### src/rtl/ppm_input_decoder_unit_macros.svh
// Assertion helpers for the decoder datapath.
// Each helper samples on the rising edge of clk and is disabled while rst_n is low.
`ifndef PPM_INPUT_DECODER_UNIT_MACROS_SVH
`define PPM_INPUT_DECODER_UNIT_MACROS_SVH

`ifndef NO_ASSERTIONS

// Consequent must hold in the same cycle as the antecedent.
`define PPM_ASSERT_IMPL(label, ante, cons) \
  label: assert property (@(posedge clk) disable iff (!rst_n) (ante) |-> (cons)) \
    else $error("ppm_input_decoder_unit: same-cycle check failed");

// Consequent must hold in the cycle after the antecedent.
`define PPM_ASSERT_NEXT(label, ante, cons) \
  label: assert property (@(posedge clk) disable iff (!rst_n) (ante) |=> (cons)) \
    else $error("ppm_input_decoder_unit: next-cycle check failed");

`else

`define PPM_ASSERT_IMPL(label, ante, cons)
`define PPM_ASSERT_NEXT(label, ante, cons)

`endif

`endif

### src/rtl/ppm_id_pkg.sv
package ppm_id_pkg;

  // Number of channel slots that may be written while locked.
  localparam int MAX_CHANNELS = 16;

  // Field widths.
  localparam int CAP_W     = 16;
  localparam int CFG_W     = 12;
  localparam int THR_W     = 16;
  localparam int CNT_W     = 8;
  localparam int IDX_W     = 4;
  localparam int VAL_W     = 32;
  localparam int APB_AW    = 4;
  localparam int APB_DW    = 32;
  localparam int OUT_DW    = 48;
  localparam int OUT_UW    = 4;

  // Conversion arithmetic: (t - 2*centre) * 10000 / (2*delta).
  localparam int DIFF_W    = 18;
  localparam int PROD_W    = 32;
  localparam int MAG_W     = 30;
  localparam int DEN_W     = 13;
  localparam int DIV_CNT_W = 5;
  localparam logic signed [15:0] SCALE = 16'sd10000;

  localparam logic [CNT_W-1:0] CNT_MAX = '1;
  localparam logic signed [VAL_W-1:0] VAL_MAX = {1'b0, {(VAL_W-1){1'b1}}};
  localparam logic signed [VAL_W-1:0] VAL_MIN = {1'b1, {(VAL_W-1){1'b0}}};

  // Register reset values.
  localparam logic [CFG_W-1:0] CENTER_RST   = 12'd1500;
  localparam logic [CFG_W-1:0] DELTA_RST    = 12'd500;
  localparam logic [THR_W-1:0] SYNC_THR_RST = 16'd6600;

  // Register indexes on the configuration port (word address).
  typedef enum logic [1:0] {
    REG_CENTER   = 2'd0,
    REG_DELTA    = 2'd1,
    REG_SYNC_THR = 2'd2
  } cfg_reg_t;

  // Controller states.
  typedef enum logic [2:0] {
    ST_IDLE,
    ST_MUL,
    ST_LOAD,
    ST_DIV,
    ST_DONE
  } state_t;

  // Commands from the controller to the datapath.
  typedef struct packed {
    logic accept;
    logic mul_en;
    logic div_start;
    logic load_out;
  } cmd_t;

  // Status from the datapath to the controller.
  typedef struct packed {
    logic need_div;
    logic div_busy;
    logic out_free;
  } status_t;

endpackage

### src/rtl/ppm_input_decoder_unit.sv
// Channel   | Direction | Beat contents
// in_       | sink      | tdata[15:0] edge_capture
// out_      | source    | tdata channel_count, channel_index, channel_value; tuser flags;
//           |           | tlast frame_end
// cfg_      | APB slave | 0x0 center_pulse_us, 0x4 delta_pulse_us, 0x8 sync_threshold
//
// An edge that writes a channel is multiplied, then starts the divider and waits while its
// 30 steps run and finish, and is then loaded into the output register. The next edge is
// taken only in the cycle after the load. Any other edge goes straight to the load.
// A finished beat waits in the output register while the next edge is accepted;
// a full output register holds the controller in its final state.
// Reset is synchronous and active low; it restores the register defaults and unlocks.
module ppm_input_decoder_unit (
  input  logic                          clk,
  input  logic                          rst_n,
  // edge_capture [15:0]
  input  logic                          in_tvalid,
  output logic                          in_tready,
  input  logic [ppm_id_pkg::CAP_W-1:0]  in_tdata,
  // channel_count [7:0], channel_index [11:8], channel_value [43:12], zero [47:44]
  output logic                          out_tvalid,
  input  logic                          out_tready,
  output logic [ppm_id_pkg::OUT_DW-1:0] out_tdata,
  // in_sync [0], value_written [1], sync_acquired [2], sync_lost [3]
  output logic [ppm_id_pkg::OUT_UW-1:0] out_tuser,
  output logic                          out_tlast,
  input  logic                          cfg_psel,
  input  logic                          cfg_penable,
  input  logic                          cfg_pwrite,
  input  logic [ppm_id_pkg::APB_AW-1:0] cfg_paddr,
  input  logic [ppm_id_pkg::APB_DW-1:0] cfg_pwdata,
  output logic [ppm_id_pkg::APB_DW-1:0] cfg_prdata,
  output logic                          cfg_pready
);
  import ppm_id_pkg::*;

  logic [CFG_W-1:0] center_r, center_nxt;
  logic [CFG_W-1:0] delta_r, delta_nxt;
  logic [THR_W-1:0] thr_r, thr_nxt;
  logic             cfg_wr;
  cfg_reg_t         cfg_sel;
  cmd_t             cmd;
  status_t          status;

  // Register file on the configuration port.
  always_comb begin
    cfg_wr     = cfg_psel && cfg_penable && cfg_pwrite && cfg_pready;
    cfg_sel    = cfg_reg_t'(cfg_paddr[3:2]);
    center_nxt = center_r;
    delta_nxt  = delta_r;
    thr_nxt    = thr_r;
    cfg_prdata = '0;
    unique case (cfg_sel)
      REG_CENTER: begin
        cfg_prdata = {{(APB_DW-CFG_W){1'b0}}, center_r};
        if (cfg_wr) begin
          center_nxt = cfg_pwdata[CFG_W-1:0];
        end
      end
      REG_DELTA: begin
        cfg_prdata = {{(APB_DW-CFG_W){1'b0}}, delta_r};
        if (cfg_wr) begin
          delta_nxt = cfg_pwdata[CFG_W-1:0];
        end
      end
      REG_SYNC_THR: begin
        cfg_prdata = {{(APB_DW-THR_W){1'b0}}, thr_r};
        if (cfg_wr) begin
          thr_nxt = cfg_pwdata[THR_W-1:0];
        end
      end
      default: cfg_prdata = '0;
    endcase
  end

  always_ff @(posedge clk) begin
    if (!rst_n) begin
      center_r <= CENTER_RST;
      delta_r  <= DELTA_RST;
      thr_r    <= SYNC_THR_RST;
    end else begin
      center_r <= center_nxt;
      delta_r  <= delta_nxt;
      thr_r    <= thr_nxt;
    end
  end

  assign cfg_pready = 1'b1;

  ppm_id_ctrl u_ctrl (
    .clk       (clk),
    .rst_n     (rst_n),
    .in_tvalid (in_tvalid),
    .in_tready (in_tready),
    .status    (status),
    .cmd       (cmd)
  );

  ppm_id_dp u_dp (
    .clk             (clk),
    .rst_n           (rst_n),
    .cmd             (cmd),
    .status          (status),
    .edge_capture    (in_tdata),
    .center_pulse_us (center_r),
    .delta_pulse_us  (delta_r),
    .sync_threshold  (thr_r),
    .out_tvalid      (out_tvalid),
    .out_tready      (out_tready),
    .out_tdata       (out_tdata),
    .out_tuser       (out_tuser),
    .out_tlast       (out_tlast)
  );

endmodule

### src/rtl/ppm_id_div.sv
module ppm_id_div (
  input  logic                         clk,
  input  logic                         rst_n,
  input  logic                         start,
  input  logic [ppm_id_pkg::MAG_W-1:0] dividend,
  input  logic [ppm_id_pkg::DEN_W-1:0] divisor,
  output logic                         busy,
  output logic [ppm_id_pkg::MAG_W-1:0] quotient
);
  import ppm_id_pkg::*;

  logic                 busy_r, busy_nxt;
  logic [DIV_CNT_W-1:0] cnt_r, cnt_nxt;
  logic [MAG_W-1:0]     quo_r, quo_nxt;
  logic [DEN_W-1:0]     rem_r, rem_nxt;
  logic [DEN_W-1:0]     dsr_r, dsr_nxt;
  logic [DEN_W:0]       trial;
  logic [DEN_W:0]       trial_sub;
  logic                 fits;

  // One restoring step: bring down the next dividend bit and try a subtract.
  always_comb begin
    trial     = {rem_r, quo_r[MAG_W-1]};
    trial_sub = trial - {1'b0, dsr_r};
    fits      = trial >= {1'b0, dsr_r};
  end

  // Iteration control and shift registers.
  always_comb begin
    busy_nxt = busy_r;
    cnt_nxt  = cnt_r;
    quo_nxt  = quo_r;
    rem_nxt  = rem_r;
    dsr_nxt  = dsr_r;
    if (start) begin
      busy_nxt = 1'b1;
      cnt_nxt  = DIV_CNT_W'(MAG_W - 1);
      quo_nxt  = dividend;
      rem_nxt  = '0;
      dsr_nxt  = divisor;
    end else if (busy_r) begin
      quo_nxt = {quo_r[MAG_W-2:0], fits};
      rem_nxt = fits ? trial_sub[DEN_W-1:0] : trial[DEN_W-1:0];
      if (cnt_r == '0) begin
        busy_nxt = 1'b0;
      end else begin
        cnt_nxt = cnt_r - 1'b1;
      end
    end
  end

  always_ff @(posedge clk) begin
    if (!rst_n) begin
      busy_r <= 1'b0;
      cnt_r  <= '0;
    end else begin
      busy_r <= busy_nxt;
      cnt_r  <= cnt_nxt;
    end
  end

  always_ff @(posedge clk) begin
    quo_r <= quo_nxt;
    rem_r <= rem_nxt;
    dsr_r <= dsr_nxt;
  end

  assign busy     = busy_r;
  assign quotient = quo_r;

endmodule

### src/rtl/ppm_id_dp.sv
`include "ppm_input_decoder_unit_macros.svh"

module ppm_id_dp (
  input  logic                          clk,
  input  logic                          rst_n,
  input  ppm_id_pkg::cmd_t              cmd,
  output ppm_id_pkg::status_t           status,
  input  logic [ppm_id_pkg::CAP_W-1:0]  edge_capture,
  input  logic [ppm_id_pkg::CFG_W-1:0]  center_pulse_us,
  input  logic [ppm_id_pkg::CFG_W-1:0]  delta_pulse_us,
  input  logic [ppm_id_pkg::THR_W-1:0]  sync_threshold,
  output logic                          out_tvalid,
  input  logic                          out_tready,
  output logic [ppm_id_pkg::OUT_DW-1:0] out_tdata,
  output logic [ppm_id_pkg::OUT_UW-1:0] out_tuser,
  output logic                          out_tlast
);
  import ppm_id_pkg::*;

  // Decoder tracking state.
  logic [CAP_W-1:0] last_r, last_nxt;
  logic             locked_r, locked_nxt;
  logic [1:0]       frame_r, frame_nxt;
  logic [CNT_W-1:0] counts_r [4];
  logic [CNT_W-1:0] counts_nxt [4];
  logic [CNT_W-1:0] found_r, found_nxt;
  logic [CNT_W-1:0] nextch_r, nextch_nxt;

  // Per-beat evaluation at the accepting edge.
  logic [CAP_W-1:0] interval;
  logic             gap;
  logic             written;
  logic             acquired;
  logic             lost;
  logic [IDX_W-1:0] idx;
  logic [1:0]       frame_inc;
  logic [CNT_W-1:0] nextch_inc;
  logic [CNT_W-1:0] last_slot;

  // Result held while the value is converted.
  logic [CAP_W-1:0] t_r;
  logic             res_sync_r;
  logic [CNT_W-1:0] res_count_r;
  logic             res_written_r;
  logic [IDX_W-1:0] res_idx_r;
  logic             res_acq_r;
  logic             res_lost_r;
  logic             res_gap_r;

  // Conversion path.
  logic signed [DIFF_W-1:0] diff;
  logic signed [PROD_W-1:0] prod_nxt;
  logic signed [PROD_W-1:0] prod_r;
  logic [PROD_W-1:0]        prod_mag;
  logic                     div_busy;
  logic [MAG_W-1:0]         quotient;
  logic [VAL_W-1:0]         quo_ext;
  logic [VAL_W-1:0]         value;

  // Output register.
  logic             out_valid_r, out_valid_nxt;
  logic             out_sync_r;
  logic [CNT_W-1:0] out_count_r;
  logic             out_written_r;
  logic [IDX_W-1:0] out_idx_r;
  logic [VAL_W-1:0] out_value_r;
  logic             out_acq_r;
  logic             out_lost_r;
  logic             out_gap_r;

  // Interval to the previous edge and the frame tracking update.
  always_comb begin
    interval   = edge_capture - last_r;
    gap        = interval > sync_threshold;
    frame_inc  = frame_r + 2'd1;
    nextch_inc = (nextch_r == CNT_MAX) ? CNT_MAX : nextch_r + 1'b1;
    last_slot  = (nextch_r == CNT_MAX) ? CNT_MAX - 1'b1 : nextch_r;
    written    = 1'b0;
    acquired   = 1'b0;
    lost       = 1'b0;
    idx        = '0;
    last_nxt   = edge_capture;
    locked_nxt = locked_r;
    frame_nxt  = frame_r;
    counts_nxt = counts_r;
    found_nxt  = found_r;
    nextch_nxt = nextch_r;
    if (!locked_r) begin
      if (gap) begin
        if (frame_r != 2'd3) begin
          frame_nxt             = frame_inc;
          counts_nxt[frame_inc] = '0;
        end else begin
          frame_nxt     = 2'd0;
          counts_nxt[0] = '0;
          // Lock when frames one and two saw the same count of two or more.
          if (counts_r[1] > 8'd1 && counts_r[1] == counts_r[2]) begin
            found_nxt  = counts_r[1];
            locked_nxt = 1'b1;
            acquired   = 1'b1;
            nextch_nxt = '0;
          end
        end
      end else if (counts_r[frame_r] != CNT_MAX) begin
        counts_nxt[frame_r] = counts_r[frame_r] + 1'b1;
      end
    end else begin
      written    = nextch_r < CNT_W'(MAX_CHANNELS);
      idx        = written ? nextch_r[IDX_W-1:0] : '0;
      nextch_nxt = nextch_inc;
      if (gap) begin
        // A sync gap after the wrong number of channels drops the lock.
        if (last_slot != found_r) begin
          locked_nxt = 1'b0;
          lost       = 1'b1;
        end
        nextch_nxt = '0;
      end
    end
  end

  always_ff @(posedge clk) begin
    if (!rst_n) begin
      last_r   <= '0;
      locked_r <= 1'b0;
      frame_r  <= '0;
      counts_r <= '{default: '0};
      found_r  <= '0;
      nextch_r <= '0;
    end else if (cmd.accept) begin
      last_r   <= last_nxt;
      locked_r <= locked_nxt;
      frame_r  <= frame_nxt;
      counts_r <= counts_nxt;
      found_r  <= found_nxt;
      nextch_r <= nextch_nxt;
    end
  end

  // Hold the flags of the beat until its value is ready.
  always_ff @(posedge clk) begin
    if (cmd.accept) begin
      t_r           <= interval;
      res_sync_r    <= locked_nxt;
      res_count_r   <= found_nxt;
      res_written_r <= written;
      res_idx_r     <= idx;
      res_acq_r     <= acquired;
      res_lost_r    <= lost;
      res_gap_r     <= gap;
    end
  end

  // Scaled numerator, registered before the divider.
  always_comb begin
    diff     = signed'({2'b00, t_r}) - signed'({5'b00000, center_pulse_us, 1'b0});
    prod_nxt = diff * SCALE;
    prod_mag = prod_r[PROD_W-1] ? PROD_W'(-prod_r) : PROD_W'(prod_r);
  end

  always_ff @(posedge clk) begin
    if (cmd.mul_en) begin
      prod_r <= prod_nxt;
    end
  end

  ppm_id_div u_div (
    .clk      (clk),
    .rst_n    (rst_n),
    .start    (cmd.div_start),
    .dividend (prod_mag[MAG_W-1:0]),
    .divisor  ({delta_pulse_us, 1'b0}),
    .busy     (div_busy),
    .quotient (quotient)
  );

  // Apply the sign; a zero divisor saturates a nonzero numerator by sign.
  always_comb begin
    quo_ext = {{(VAL_W-MAG_W){1'b0}}, quotient};
    if (!res_written_r) begin
      value = '0;
    end else if (delta_pulse_us == '0) begin
      if (prod_r[PROD_W-1]) begin
        value = VAL_MIN;
      end else if (prod_r == '0) begin
        value = '0;
      end else begin
        value = VAL_MAX;
      end
    end else if (prod_r[PROD_W-1]) begin
      value = -quo_ext;
    end else begin
      value = quo_ext;
    end
  end

  // Output register: loaded by the controller, emptied by the sink.
  always_comb begin
    out_valid_nxt = out_valid_r;
    if (cmd.load_out) begin
      out_valid_nxt = 1'b1;
    end else if (out_tready) begin
      out_valid_nxt = 1'b0;
    end
  end

  always_ff @(posedge clk) begin
    if (!rst_n) begin
      out_valid_r <= 1'b0;
    end else begin
      out_valid_r <= out_valid_nxt;
    end
  end

  always_ff @(posedge clk) begin
    if (cmd.load_out) begin
      out_sync_r    <= res_sync_r;
      out_count_r   <= res_count_r;
      out_written_r <= res_written_r;
      out_idx_r     <= res_idx_r;
      out_value_r   <= value;
      out_acq_r     <= res_acq_r;
      out_lost_r    <= res_lost_r;
      out_gap_r     <= res_gap_r;
    end
  end

  assign status.need_div = locked_r && (nextch_r < CNT_W'(MAX_CHANNELS));
  assign status.div_busy = div_busy;
  assign status.out_free = !out_valid_r || out_tready;

  assign out_tvalid = out_valid_r;
  assign out_tdata  = {{(OUT_DW-VAL_W-IDX_W-CNT_W){1'b0}}, out_value_r, out_idx_r, out_count_r};
  assign out_tuser  = {out_lost_r, out_acq_r, out_written_r, out_sync_r};
  assign out_tlast  = out_gap_r;

  // Acquiring lock happens only while unlocked, so no value goes with it.
  `PPM_ASSERT_IMPL(a_acq_no_write, out_valid_r && out_acq_r, out_sync_r && !out_written_r)
  // Losing lock needs a sync gap and leaves the decoder unlocked.
  `PPM_ASSERT_IMPL(a_lost_on_gap, out_valid_r && out_lost_r, out_gap_r && !out_sync_r)
  // A beat without a channel write carries a zero index and value.
  `PPM_ASSERT_IMPL(a_idle_payload, out_valid_r && !out_written_r,
                   out_value_r == '0 && out_idx_r == '0)
  // The divider is running in the cycle after it is started.
  `PPM_ASSERT_NEXT(a_div_runs, cmd.div_start, div_busy)

endmodule

### src/rtl/ppm_id_ctrl.sv
module ppm_id_ctrl (
  input  logic                clk,
  input  logic                rst_n,
  input  logic                in_tvalid,
  output logic                in_tready,
  input  ppm_id_pkg::status_t status,
  output ppm_id_pkg::cmd_t    cmd
);
  import ppm_id_pkg::*;

  state_t state_r, state_nxt;

  // Next state.
  always_comb begin
    state_nxt = state_r;
    unique case (state_r)
      ST_IDLE: begin
        if (in_tvalid) begin
          state_nxt = status.need_div ? ST_MUL : ST_DONE;
        end
      end
      ST_MUL:  state_nxt = ST_LOAD;
      ST_LOAD: state_nxt = ST_DIV;
      ST_DIV: begin
        if (!status.div_busy) begin
          state_nxt = ST_DONE;
        end
      end
      ST_DONE: begin
        if (status.out_free) begin
          state_nxt = ST_IDLE;
        end
      end
      default: state_nxt = ST_IDLE;
    endcase
  end

  always_ff @(posedge clk) begin
    if (!rst_n) begin
      state_r <= ST_IDLE;
    end else begin
      state_r <= state_nxt;
    end
  end

  // Outputs.
  always_comb begin
    in_tready     = 1'b0;
    cmd           = '0;
    unique case (state_r)
      ST_IDLE: begin
        in_tready  = 1'b1;
        cmd.accept = in_tvalid;
      end
      ST_MUL:  cmd.mul_en    = 1'b1;
      ST_LOAD: cmd.div_start = 1'b1;
      ST_DIV:  cmd           = '0;
      ST_DONE: cmd.load_out  = status.out_free;
      default: cmd           = '0;
    endcase
  end

endmodule
### config.mk
export PLATFORM = sky130hd
export DESIGN_NAME = ppm_input_decoder_unit
export DESIGN_NICKNAME = d
export VERILOG_FILES = /design/src/rtl/ppm_id_pkg.sv /design/src/rtl/ppm_input_decoder_unit.sv /design/src/rtl/ppm_id_div.sv /design/src/rtl/ppm_id_dp.sv /design/src/rtl/ppm_id_ctrl.sv
export VERILOG_INCLUDE_DIRS = /design/src /design/src/rtl
export SDC_FILE = /design/constraint.sdc
export NUM_CORES = 1
export LEC_CHECK = 0
export BUFFER_PORTS_ARGS = -buffer_cell sky130_fd_sc_hd__buf_2
export CAP_MARGIN = 20
export CORE_MARGIN = 2
export CORE_UTILIZATION = 50
export CTS_BUF_LIST = sky130_fd_sc_hd__clkbuf_4 sky130_fd_sc_hd__clkbuf_8 sky130_fd_sc_hd__clkbuf_16
export CTS_CLUSTER_SIZE = 25
export DETAILED_ROUTE_END_ITERATION = 12
export GPL_TIMING_DRIVEN = 0
export MAX_ROUTING_LAYER = met4
export PLACE_DENSITY = 0.68
export SLEW_MARGIN = 10
export SYNTH_ARGS = -nofsm -noshare
export SYNTH_HDL_FRONTEND = slang
export SYNTH_SLANG_ARGS = --single-unit
### constraint.sdc
create_clock -name clk -period 14.97 [get_ports clk]
set_input_delay 0.7485 -clock clk [delete_from_list [all_inputs] [get_ports clk]]
set_output_delay 0.7485 -clock clk [all_outputs]
set_load 0.02 [all_outputs]
==> results.md <==
- Largest net degree at the start of global routing: 34
- Most common cell in the netlist: nand2_1
- Cell taking the most area after synthesis: edfxtp_1
- Relative slew slack: 20.9%
- Max incr delay on CP: around 0.55 ns
- Critical path type: flop to flop
- Unique masters post-synth: 80
- Clock Root Buffer: clkbuf_16
- Standard-cell rows: a little under 70
- Initial detailed-routing violation count: about 1,000
- Final setup vio count: 0
- CTS tree: yes
- Die Area: ~38,000 µm²
- Slowest cell on the critical path: fa_1
- CP Buf/Inv Count: 3
- Placed Cells: approximately 2,500
- Crit. Startpoint: u_dp.t_r[1]
- DP HPWL: between 30 and 40 mm
- Top cell type's share of synthesized area: about a quarter
- Worst EP required: about 15 ns
- Worst skew pair latency: roughly 0.59 ns
- First-pass iteration count of the detailed router: 6
- Seq. cell area: between 7000 and 8000 µm²
- PD cells: 222 nW/µm²
- Clk slew on worst S/H paths: ~0.070 ns
- Worst flop-to-flop path startpoint: u_dp.t_r[1]
- Multi-input logic area: between 9000 and 10,000 µm²
- Die width: just under 200 µm
- Residual DRC: 0
- Avg WL per Cell: approximately 17 µm
- Drt total wl: roughly 43 mm
- First-pass GRT wire length: 69.7 mm
- HP Class: primary input to flop
- Sequential area share after synthesis: between 30% and 40%
- Hold Vio Cnt, Final: 0
- Flops & latches, synth: around 280
- Final core utilization: between 50% and 60%
- Combinational fraction of design power: roughly three fifths
- Asr flop ratio synth: 0%
- CP Max Fanout: 5
- CTS Hold Bufs: 0
- Post-synth EDFFs: about 150
- Top_reg_cell synth: edfxtp_1
- Reg power frac: between 20 and 25%
- Clk buf depth: 3
- Final critical-path required period: 6.95 ns
- Static Leak: around 8.8 nW
- Remaining Overflow, GRT: 0
- Final std cells w/o fill: around 2,500
- Most frequent cells after synthesis: 214 x nand2_1, 179 x inv_1, 152 x edfxtp_1, 152 x ha_1, 130 x dfxtp_1
- CP startpoint kind: flop
- Synthesized instance count: roughly 1,900
- Final Max Tran Viols: 0
- Worst path cell trace: inv_1 -> ha_1 -> fa_1 -> nor2b_1 -> o21ai_0 -> a21boi_0 -> o21ai_0 -> a211oi_1 -> o311a_1 -> ha_1 -> ha_1 -> fa_1 -> fa_1 -> inv_1 -> fa_1 -> inv_1 -> ha_1 -> a21o_1 -> a21o_1 -> a2111oi_0 -> nand3_1 -> a31oi_1 -> o21ai_0 -> xnor2_1
- Largest family of logic cells by synthesized area: adder cells
- Initial Util: approximately half
- Peak Freq: roughly 140 MHz
- Tcrit/Tclk final: 46.4%
- Synth Area in Adders: 16.1%
- Layout cells sized above 1: between 10% and 20%
- # IOs: around 150
- CTS resizes: 0
- Vias in the first global route: between 10,000 and 15,000
- Critical path arrival: between 7 and 8 ns
- Setup bufs post-CTS: 0
- Hold_sp: cfg_pwdata[15]
- Die height: ~190 µm
- Final ANT Viol Nets: 0
- Setup TNS: 0 ns
- GP Congestion: between 0.9 and 1
- Fillers: roughly 3,100
- Clk pwr share: a little under a fifth
- CTS Buf Count: 30
- Max-Cap Viols: 0
- DR vias: around 14,000
- RSZ-0062 raised after global routing: false
- All-Layer GR Usage: roughly a quarter
- P&R area growth vs syn: 13.3%
- Synth Warn #: 0
- Top delay family on crit path: adder cells
- Switch share: between 40% and 50%
- P_sw: roughly 1.9 mW
- XOR/XNOR Fraction of Synth Area: slightly below 6%
- Avg Cell Area, Syn: between 9 and 10 µm²
- Final nets: between 2,000 and 2,500
- Initial antenna violation count: 3
- Crit end category: flop
- Mux share of post-synthesis cell area: between 3 and 4%
- Status: finished, final reports clean
- CTS sink count: between 200 and 300
- Synth Area in Compound Gates: about 15%
- Internal power: 2.67 mW
- Skew final: 0.0380 ns
- Vias per cell: around 5.6
- Maximum VDD drop: 0.321 mV
- Simple-gate share of the synthesized area: 14.0%
- Worst-margin pin slew: 1.19 ns
- CORE AREA: approximately 36,000 µm²
- Htree depth: 1
- Port Buffers: around 110
- Cell Area, Synth: around 18,000 µm²
- Area contributors post-synth: edfxtp_1 25%, dfxtp_1 14%, ha_1 10%
==> layout by cell type, fill, tap and decap left out, types with 19 or more instances in the layout <==
| cell type | Yosys | routed |
|---|---|---|
| o21ai_0 | 94 | 94 |
| clkbuf_1 | 62 | 62 |
| o21a_1 | 28 | 28 |
| dfxtp_1 | 130 | 130 |
| a21oi_1 | 115 | 115 |
| nand4_1 | 20 | 20 |
| conb_1 | 2 | 21 |
| ha_1 | 152 | 152 |
| xor2_1 | 78 | 78 |
| nor2_1 | 80 | 79 |
| buf_4 | 26 | 29 |
| nor4_1 | 19 | 19 |
| buf_2 | 5 | 112 |
| nand2_1 | 214 | 214 |
| mux2i_1 | 34 | 34 |
| a21o_1 | 19 | 19 |
| clkbuf_16 | 0 | 34 |
| nor2b_1 | 20 | 20 |
| xnor2_1 | 44 | 44 |
| nand3_1 | 53 | 53 |
| inv_1 | 179 | 179 |
| fa_1 | 51 | 51 |
| edfxtp_1 | 152 | 152 |
| nor3_1 | 29 | 28 |
==> sequential cells by signal, summed over array words and instances (netlist names), 13 cells and up <==
signal	flops
u_dp.u_div.rem_r	13
u_dp.out_value_r	32
u_dp.u_div.quotient	30
u_dp.prod_r	28
thr_r	16
u_dp.counts_r	32
u_dp.last_r	16
u_dp.t_r	16
==> per-stage QoR <==
stage	total power [mW]	hold WS (ns)	setup WS, ns	area [µm²]
CTS	4.60	0.372	8.06	20600
detailed placement	3.75	0.405	8.11	19500
floorplan	3.22	0.400	8.77	18300
finish	4.57	0.393	8.02	20600
global route	5.02	0.388	7.59	20600
global placement	3.68	0.403	7.74	19400
==> tightest hold or removal path, stage by stage <==
cell     delay [ns]
buf_2          0.10
nand2_1        0.05
a21oi_1        0.05
==> logic make-up (layout without fill, tap and decap cells) <==
kind of cell               Yosys count  in the layout
other                                2             23
buffers and inverters              278            445
xor gates and xnor gates           122            122
adders and majority gates          203            203
DFF                                282            282
and+or+nand+nor                    529            529
muxes                               49             49
AOI/OAI and AO/OA                  415            415
==> final cells by class <==
type                    instances  area share, %
multi-input cells            1339           48.3
flip-flops and latches        282           34.8
clock buffers                  38           4.39
inverters                     179           3.26
repair buffers                111           2.88
well taps                     461           2.80
plain buffers                  99           2.39
clock inverters                18           1.16
diodes                          2         0.0243
==> routing by layer <==
metal	track usage [%]	wire, µm
met3	2.71	2870
met2	37.1	19600
met4	6.16	1130
met5	-	0
met1	31.9	19800
==> final timing paths <==
| kind | end | slack, ns | cells after the start |
|---|---|---|---|
| max | u_dp.prod_r[29] | 8.02 | 24 |
| min | thr_r[15] | 0.39 | 3 |
| max reg2reg | u_dp.prod_r[29] | 8.02 | 24 |
| min reg2reg | u_dp.out_count_r[6] | 0.42 | 0 |
==> power by group through the flow <==
stage	Combinational, mW	Sequential (mW)	Clock (mW)
floorplan	2.18	1.04	0
global placement	2.65	1.04	0
detailed placement	2.71	1.04	0
CTS	2.73	1.02	0.850
global route	3.12	1.02	0.882
finish	2.71	1.02	0.836
No activity file was read; power rests on OpenSTA's default activity.
